`src/hw/rtl/nfit_ram.sv`:
```
// ----------------------------------------------------------------------------
// nfit_ram
// Simple dual-port synchronous RAM with a registered read port.
// ----------------------------------------------------------------------------
`timescale 1ns / 1ps
`default_nettype none

module nfit_ram #(
  parameter int DATA_W = 32,
  parameter int ADDR_W = 5
) (
  input  wire logic              clk,
  input  wire logic              wr_en,
  input  wire logic [ADDR_W-1:0] wr_addr,
  input  wire logic [DATA_W-1:0] wr_data,
  input  wire logic              rd_en,
  input  wire logic [ADDR_W-1:0] rd_addr,
  output logic      [DATA_W-1:0] rd_data
);

  localparam int DEPTH = 2 ** ADDR_W;

  logic [DATA_W-1:0] mem [DEPTH];

  always_ff @(posedge clk) begin
    if (wr_en) begin
      mem[wr_addr] <= wr_data;
    end
  end

  always_ff @(posedge clk) begin
    if (rd_en) begin
      rd_data <= mem[rd_addr];
    end
  end

endmodule

`default_nettype wire

```
`config.mk`:
```
export PLATFORM = sky130hd
export DESIGN_NAME = nfit_ram
export DESIGN_NICKNAME = d
export VERILOG_FILES = /design/src/hw/rtl/nfit_ram.sv
export SDC_FILE = /design/constraint.sdc
export NUM_CORES = 1
export LEC_CHECK = 0
export BUFFER_PORTS_ARGS = -buffer_cell sky130_fd_sc_hd__buf_2
export CAP_MARGIN = 20
export CORE_ASPECT_RATIO = 1.5
export CORE_MARGIN = 3
export CORE_UTILIZATION = 40
export CTS_CLUSTER_SIZE = 28
export DETAILED_ROUTE_END_ITERATION = 8
export PLACE_DENSITY = 0.54
export SYNTH_ARGS = -nofsm -noshare
export SYNTH_HDL_FRONTEND = slang
export SYNTH_SLANG_ARGS = --single-unit
```
`constraint.sdc`:
```
create_clock -name clk -period 4.12 [get_ports clk]
set_clock_uncertainty 0.05 [all_clocks]
set_input_delay 0.412 -clock clk [delete_from_list [all_inputs] [get_ports clk]]
set_output_delay 0.412 -clock clk [all_outputs]
set_load 0.02 [all_outputs]
```
# After elaboration in Yosys (flattened, before gate mapping)
# Memories as Yosys holds them, arrays and structs flattened. A register that Yosys moved wholly into a read port is not among the register bits.
# Index checks and enable logic that the tools add are counted.
dict set report totals {
  in_bits 45
  wordCells 3
  latch_bits 0
  mem_count 1
  regBits 0
  out_inout_bits 32
  romBits 0
  ram_bits 1024
}
dict set report classes {
  n_div 0
  shift 0
  reduce_logical 0
  n_lt_le_gt_ge 0
  mul 0
  n_addsub 0
  n_eq_ne 0
  mux 2
  n_bitwise 0
}
# name depth word_bits read_ports rd_clocked_by_memory_dff wr line
set memory_table {}
lappend memory_table {mem 32 32 1 1 1 23} ;# logic [DATA_W-1:0] mem [DEPTH];
# operator n
set op_table {}
lappend op_table {{$mux 1} 2}

# Logic depth before layout (Yosys ltp)
# Gate-level depths: netlist of the first run.
dict set report depth {
  ltp_word 2
  mapped_depth 8
  ltp_nobuf 5
}

# Worst setup path before layout of the first run
# No wires, ideal clock.
dict set report synth_path {
  path_kind {input-to-reg}
  from {input wr_addr[1]}
  to {memory mem[12][0], enable pin}
  setup_slack_ns 1.224
  required_time_ns 3.649
  setup_time_ns 0.421
  n_path_buf 1
  path_stages 3
  arrival_ns 2.425
  cell_sequence {or3b_2 -> clkbuf_1 -> nor2_1}
}
# element line
set synth_lines {}
lappend synth_lines {{from (decl)} 14} ;# input wire logic [ADDR_W-1:0] wr_addr,
lappend synth_lines {{to (decl)} 23}
# No word-level cell before the write port.

==> qor.txt, run 1 <==
buffers inserted by post-CTS timing repair: 0
post-cts resize count: 0
kind of launch point of the worst setup path: primary input
total number of vias: 20763
number of buffers created by CTS: 95
status: complete, no violations
mean cell area of the mapped netlist: 18.1 um2
initial antenna violation count: 8
synthesized netlist net count: 2305
Achievable Freq: 469 MHz
Area growth syn-to-layout: 12.6%
setup repair after global routing missed its margin: no
Horiz. Die Dim: 267 um
number of global-route vias before repair: 21654
worst vdd ir: 0.311 mV
required arrival time at the worst endpoint: 4.43 ns
starting utilization of the core area: 40.6%
leading area contributor after synthesis: edfxtp_1
max-slew violation total from the final report: 0
cells after synthesis: 2260
Relative slew margins: 24.1%
minimum setup slack among reg-to-reg paths: 2.46 ns
gpl congestion: 0.810
Placeable Area: 101000 um2
end of the worst hold path: rd_data[2]$_DFFE_PP_
power density over the cells: 469 nW/um2
gr usage total: 20.4%
largest net degree at the start of global routing: 83
TritonCTS clock tree: yes
EDFF count, synth: 1056
cell with the most instances after synthesis: edfxtp_1
Static Leakage: 0.0157 uW
maximum clock path buffer count: 3
GR Overflow Total: 0
max capacitance violation total: 0
placed wire-length estimate: 64000 um
fraction of registers with async set/reset: 0%
Non-Filler Instances: 3745
R2R cell count: 5
worst-skew pair later-pin latency: 0.68 ns
overall routed net length: 108000 um
share of synthesized area occupied by flip-flops and latches: 77.7%
FP Rows: 142
highest metal layer used by the detailed router: met4
transition time of the tightest slew-check pin: 1.14 ns
placed cell count: 3571
count of buffers inserted at the top-level ports: 76
combinational family with the most area after synthesis: multiplexers
number of distinct library cells after synthesis: 24
total of flip-flops plus latches after synthesis: 1056
list of most frequent post-synthesis cells: edfxtp_1 (1056), mux2i_1 (512), nand2_1 (98), nand3_1 (98)
type of element capturing the critical path: flop
destination of the worst register-to-register timing path: rd_data[6]$_DFFE_PP_
Synth Area in Simple Gates: 3.08%
number of clock sinks: 1056
total negative slack for setup checks: 0 ns
starting DRC count in detailed routing: 1756
routed wire length on met2: 58700 um
height of the die: 397 um
hold violation count in the final report: 0
H-tree depth reported by CTS: 3
top cells by area in the synthesized netlist: edfxtp_1 (78%), mux2i_1 (13%), a22oi_1 (1.8%), a22o_1 (1.4%), nand3_1 (1.2%)
Yosys warning count: 0
placed cell areas: 43100 um2
worst min-delay path startpoint: rd_en
design area: 45900 um2
main flop type after synthesis: edfxtp_1
Layout Nets: 2417
total DRC errors in the routed layout: 0
Routed met3 length: 3730 um
CTS clock-pin slew for the worst setup and hold paths: 0.07 ns
number of top-level pins: 77
startpoint of the worst-slack reg-to-reg timing path: mem[3][6]$_DFFE_PP_
maximum fanout along the worst path: 53
Synth top area share: 77.7%
period utilisation layout: 51.7%
detailed-routing wirelength on met1: 42700 um
hold path cells: 1
Hold WC Path Type: primary input to flop
Filler Cell Count: 8546
CTS hold repair buffers: 0
critical path type: primary input to flop
Pre-Repair DR Iteration Count: 5
Die ar.: 106000 um2
adder and majority gate portion of the synthesized area: 0%
layout cells sized above 1: 12.6%
first-pass GRT wire length: 156000 um
post-synthesis instance area: 40800 um2
shortest period the worst path allows: 2.13 ns
Avg WL per Cell: 28.8 um
buffer type at the clock tree root: clkbuf_16
Worst Hold Margin: 0.171 ns
post-synthesis mux area share: 12.6%
CP Data Arrival Time: 2.44 ns
Synth Area in Compound Gates: 4.81%
antenna-violating nets left: 0
ratio of routed vias to standard cells: 5.54
xor/xnor cell area share of the yosys netlist: 0%
core occupancy in the finished layout: 45.7%
final-report setup violation count: 0
-- stage by stage --
stage	setup slack (ns)	power, uW
after floorplan	1.22	12900
after global placement	1.26	13500
after detailed placement	1.25	13500
after CTS	1.99	21800
after global routing	1.90	22200
final	1.99	21600
-- power breakdown --
part / internal [uW] / switching, uW
Sequential: 12000 / 64.2
Clock: 4510 / 3830
Combinational: 356 / 817
-- area by class of cell --
class	count	area [um2]	share of cell area, %
Timing Repair Buffer	142	1140	2.47
Antenna cell	3	7.51	0.0163
Clock buffer	120	2510	5.47
Clock inverter	51	339	0.738
Tap cell	1296	1620	3.53
Sequential cell	1056	31700	69.0
Multi-Input combinational cell	1077	8610	18.7
-- per-layer routing --
metal	vias to the layer above	track usage [%]
li1	9223	-
met1	10935	24.6
met2	452	37.9
met3	153	2.49
met4	0	6.30
met5	-	0
-- registers in the layout, summed over array words and instances (netlist names) --
| name | count |
|---|---|
| mem | 1024 |
| rd_data | 32 |
-- critical path: stages --
cell and delay, ns:
buf_2 0.16, and2_4 0.70, buf_4 0.44, a22oi_1 0.19, nand3_1 0.20, nand3_1 0.24
-- cells in the final DEF (no fill, tap or decap), types with 2 or more instances in the layout --
cell        Yosys  final
a21oi_1        96     96
a22o_1         64     64
a22oi_1        96     96
a31oi_1        32     32
buf_12          0     20
buf_2          26     75
buf_4          33     46
bufinv_16       0      3
clkbuf_1       46     23
clkbuf_16       0     97
clkinv_1        0     24
clkinv_2        0     16
clkinv_4        0      3
clkinvlp_4      0      2
diode_2         0      3
edfxtp_1     1056   1056
inv_6           0      2
mux2i_1       512    512
nand2_1        98     97
nand2b_2        0      2
nand3_1        98     98
nand3b_1        5      5
nor2_4          0     33
nor3_1         32     32
or3b_2          3      3
-- how the worst max path moves through the flow --
stage	startpoint	end
after floorplan	wr_addr[1]	mem[12][0]$_DFFE_PP_
after global placement	rd_addr[1]	rd_data[7]$_DFFE_PP_
after detailed placement	wr_en	mem[3][26]$_DFFE_PP_
after CTS	wr_en	mem[3][26]$_DFFE_PP_
after global routing	wr_en	mem[3][26]$_DFFE_PP_
final	rd_addr[1]	rd_data[7]$_DFFE_PP_
-- logic make-up (layout without fill, tap and decap cells) --
family / after synthesis / count (layout)
AO/OA/AOI/OAI: 288 / 288
multiplexers: 512 / 512
other: 0 / 3
AND/OR/NAND/NOR: 277 / 277
flip-flops: 1056 / 1056
buffers and inverters: 127 / 313
No activity file was read; power rests on OpenSTA's default activity.
==> run 2, diff against run 1 <==
--- a/config.mk
+++ b/config.mk
@@ -12,7 +12,7 @@
 export CORE_UTILIZATION = 40
 export CTS_CLUSTER_SIZE = 28
 export DETAILED_ROUTE_END_ITERATION = 8
-export PLACE_DENSITY = 0.54
+export PLACE_DENSITY = 0.56
 export SYNTH_ARGS = -nofsm -noshare
 export SYNTH_HDL_FRONTEND = slang
 export SYNTH_SLANG_ARGS = --single-unit
==> constraint.sdc (replaced) <==
create_clock -name clk -period 1.75 [get_ports clk]
set_clock_uncertainty 0.05 [all_clocks]
set_input_delay 0.175 -clock clk [delete_from_list [all_inputs] [get_ports clk]]
set_output_delay 0.175 -clock clk [all_outputs]
set_load 0.02 [all_outputs]
==> qor.txt, run 2 (same netlist as run 1, synthesis figures left out) <==
number of buffers created by CTS: 94 (-1.1%)
Buf/Inv on CP: 1 (-1)
largest net degree at the start of global routing: 36 (-57%)
starting utilization of the core area: 40.6% (unchanged)
Placeable Area: 101000 um2 (unchanged)
buffer type at the clock tree root: clkbuf_16
minimum setup slack among reg-to-reg paths: 0.13 ns (-2.33 ns)
height of the die: 397 um (unchanged)
hold path cells: 6 (+5)
antenna-violating nets left: 0 (unchanged)
post-layout total power: 52100 uW (+140%)
required arrival time at the worst endpoint: 1.52 ns (-2.91 ns)
gpl congestion: 0.781 (-3.6%)
gr usage total: 20.5% (+0.12 points)
type of element capturing the critical path: primary output
shortest period the worst path allows: 1.65 ns
initial antenna violation count: 6 (-2)
top flop regs: mem: 1024 flops, rd_data: 32 flops
Comb pwr share: 6.0% (+0.6 points)
Critical Path Start: rd_data[8]$_DFFE_PP_
design internal power: 41100 uW (+140%)
Avg WL per Cell: 27.3 um (-5.2%)
Worst Hold Margin: 0.186 ns (+0.0158 ns)
Non-Filler Instances: 3949 (+5.4%)
Horiz. Die Dim: 267 um (unchanged)
net switching component of the power: 11000 uW (+130%)
total number of vias: 21729 (+4.7%)
kind of launch point of the worst setup path: flop
most used cells in the layout excluding fill and tap cells: edfxtp_1 (1056), mux2i_1 (512), buf_4 (139)
Hold WC Path Type: primary input to flop
Critical Path, Cell by Cell: buf_2
Die ar.: 106000 um2 (unchanged)
share of total power in sequential cells: 54.5% (-1.4 points)
Static Leakage: 0.0171 uW (+8.7%)
transition time of the tightest slew-check pin: 0.628 ns (-0.510 ns)
GR Overflow Total: 0 (unchanged)
number of clock sinks: 1056 (unchanged)
number of global-route vias before repair: 22637 (+4.5%)
number of top-level pins: 77 (unchanged)
CTS clock-pin slew for the worst setup and hold paths: 0.06 ns (about the same)
register with the highest flop count: mem
fraction of power consumed by the clock network: 39.5% (+0.8 points)
Layout Nets: 2620 (+8.4%)
overall routed net length: 108000 um (about the same)
H-tree depth reported by CTS: 3 (unchanged)
max-slew violation total from the final report: 0 (unchanged)
layout cells sized above 1: 18.6% (+5.9 points)
placed cell areas: 45300 um2 (+5.3%)
Pre-Repair DR Iteration Count: 5 (unchanged)
first-pass GRT wire length: 157000 um (+1.0%)
placed cell count: 3742 (+4.8%)
count of buffers inserted at the top-level ports: 76 (unchanged)
worst min-delay path startpoint: rd_addr[2]
maximum fanout along the worst path: 1 (-98%)
logic depth of the worst path, buffers included: 1 (-5)
CP Data Arrival Time: 1.43 ns (-1.01 ns)
setup repair after global routing missed its margin: no
Area growth syn-to-layout: 19.4%
total DRC errors in the routed layout: 0 (unchanged)
placed wire-length estimate: 65000 um (+1.6%)
TritonCTS clock tree: yes
Largest register FFs: 1024 (unchanged)
destination of the worst register-to-register timing path: rd_data[21]$_DFFE_PP_
startpoint of the worst-slack reg-to-reg timing path: mem[7][21]$_DFFE_PP_
core occupancy in the finished layout: 48.4% (+2.8 points)
CP max stage cell: edfxtp_1
Crit path largest cell delay: 0.52 ns (-0.18 ns)
worst-skew pair later-pin latency: 0.67 ns (about the same)
maximum clock path buffer count: 3 (unchanged)
FP Rows: 142 (unchanged)
switch share: 21.1% (-0.74 points)
leading cell type in the layout, fill and taps excluded: edfxtp_1
starting DRC count in detailed routing: 1645 (-6.3%)
Relative slew margins: 58.1% (+34 points)
status: complete, no violations
R2R cell count: 6 (+1)
critical path type: flop to primary output
cell class contributing the biggest share of worst-path delay: flip-flops
max capacitance violation total: 0 (unchanged)
hold violation count in the final report: 0 (unchanged)
Filler Cell Count: 8302 (-2.9%)
Achievable Freq: 605 MHz
design area: 48700 um2 (+6.0%)
worst vdd ir: 0.798 mV (+160%)
final-report setup violation count: 0 (unchanged)
ratio of routed vias to standard cells: 5.50 (-0.75%)
power density over the cells: 1070 nW/um2 (+130%)
end of the worst hold path: rd_data[1]$_DFFE_PP_
period utilisation layout: 94.4%
==> run 2: cell count changes in the layout (fill, tap and decap cells not counted), moves of 2 or more <==
cell | previous run | this run
clkinv_4 | 3 | 0
buf_12 | 20 | 98
clkinv_2 | 16 | 21
clkbuf_1 | 23 | 17
buf_4 | 46 | 139
clkinv_1 | 24 | 19
bufinv_16 | 3 | 10
dlygate4sd3_1 | 0 | 33
clkinvlp_4 | 2 | 4
inv_6 | 2 | 4
==> run 2: worst max path at each step <==
stage	to	slack, ns
finish	rd_data[8]	0.1
global route	rd_data[21]$_DFFE_PP_	0.04
CTS	rd_data[8]	0.01
detailed placement	rd_data[21]$_DFFE_PP_	-0.24
global placement	rd_data[21]$_DFFE_PP_	-0.22
floorplan	mem[17][0]$_DFFE_PP_	-0.31
==> run 2: layer usage <==
layer | global-route usage [%] | vias up | routed length [um]
li1 | - | 9637 | -
met1 | 25.8 | 11382 | 44400
met2 | 36.8 | 546 | 56500
met3 | 2.65 | 156 | 4060
met4 | 6.34 | 8 | 2790
met5 | 0 | - | 57
==> run 2: repair_timing <==
action / in CTS / in global routing
resized for setup: 0 / 0
hold endpoints to repair: 1056 / 0
setup buffers: 0 / 0
hold buffers: 33 / 0
==> run 2: final cells by class <==
class / count / area [um2] / share of cell area, %
clock buffers: 114 / 2490 / 5.11
clock inverters: 58 / 542 / 1.11
well taps: 1296 / 1620 / 3.33
flip-flops and latches: 1056 / 31700 / 65.1
repair buffers: 346 / 3730 / 7.65
multi-input cells: 1077 / 8610 / 17.7
diodes: 2 / 5.00 / 0.0103
==> run 2: power by group through the flow <==
| stage | clock [uW] | sequential [uW] | combinational (uW) |
|---|---|---|---|
| 2_1_floorplan | 0 | 28900 | 1480 |
| 3_3_place_gp | 0 | 28900 | 3050 |
| 3_5_place_dp | 0 | 28900 | 3100 |
| 4_1_cts | 21000 | 28400 | 3170 |
| 5_1_grt | 21900 | 28400 | 3370 |
| 6_report | 20600 | 28300 | 3140 |
==> run 2: metrics by stage <==
stage | TNS, ns | setup slack (ns)
finish | 0 | 0.0983
detailed placement | -5.58 | -0.242
global placement | -3.11 | -0.218
floorplan | -159.44 | -0.313
global route | 0 | 0.0402
CTS | 0 | 0.0147
==> run 2: tightest hold or removal path, delay by kind of cell <==
kind,cells,cell delay [ns]
buf+inv,2,0.32
simple gates,3,0.21
compound gates,1,0.07
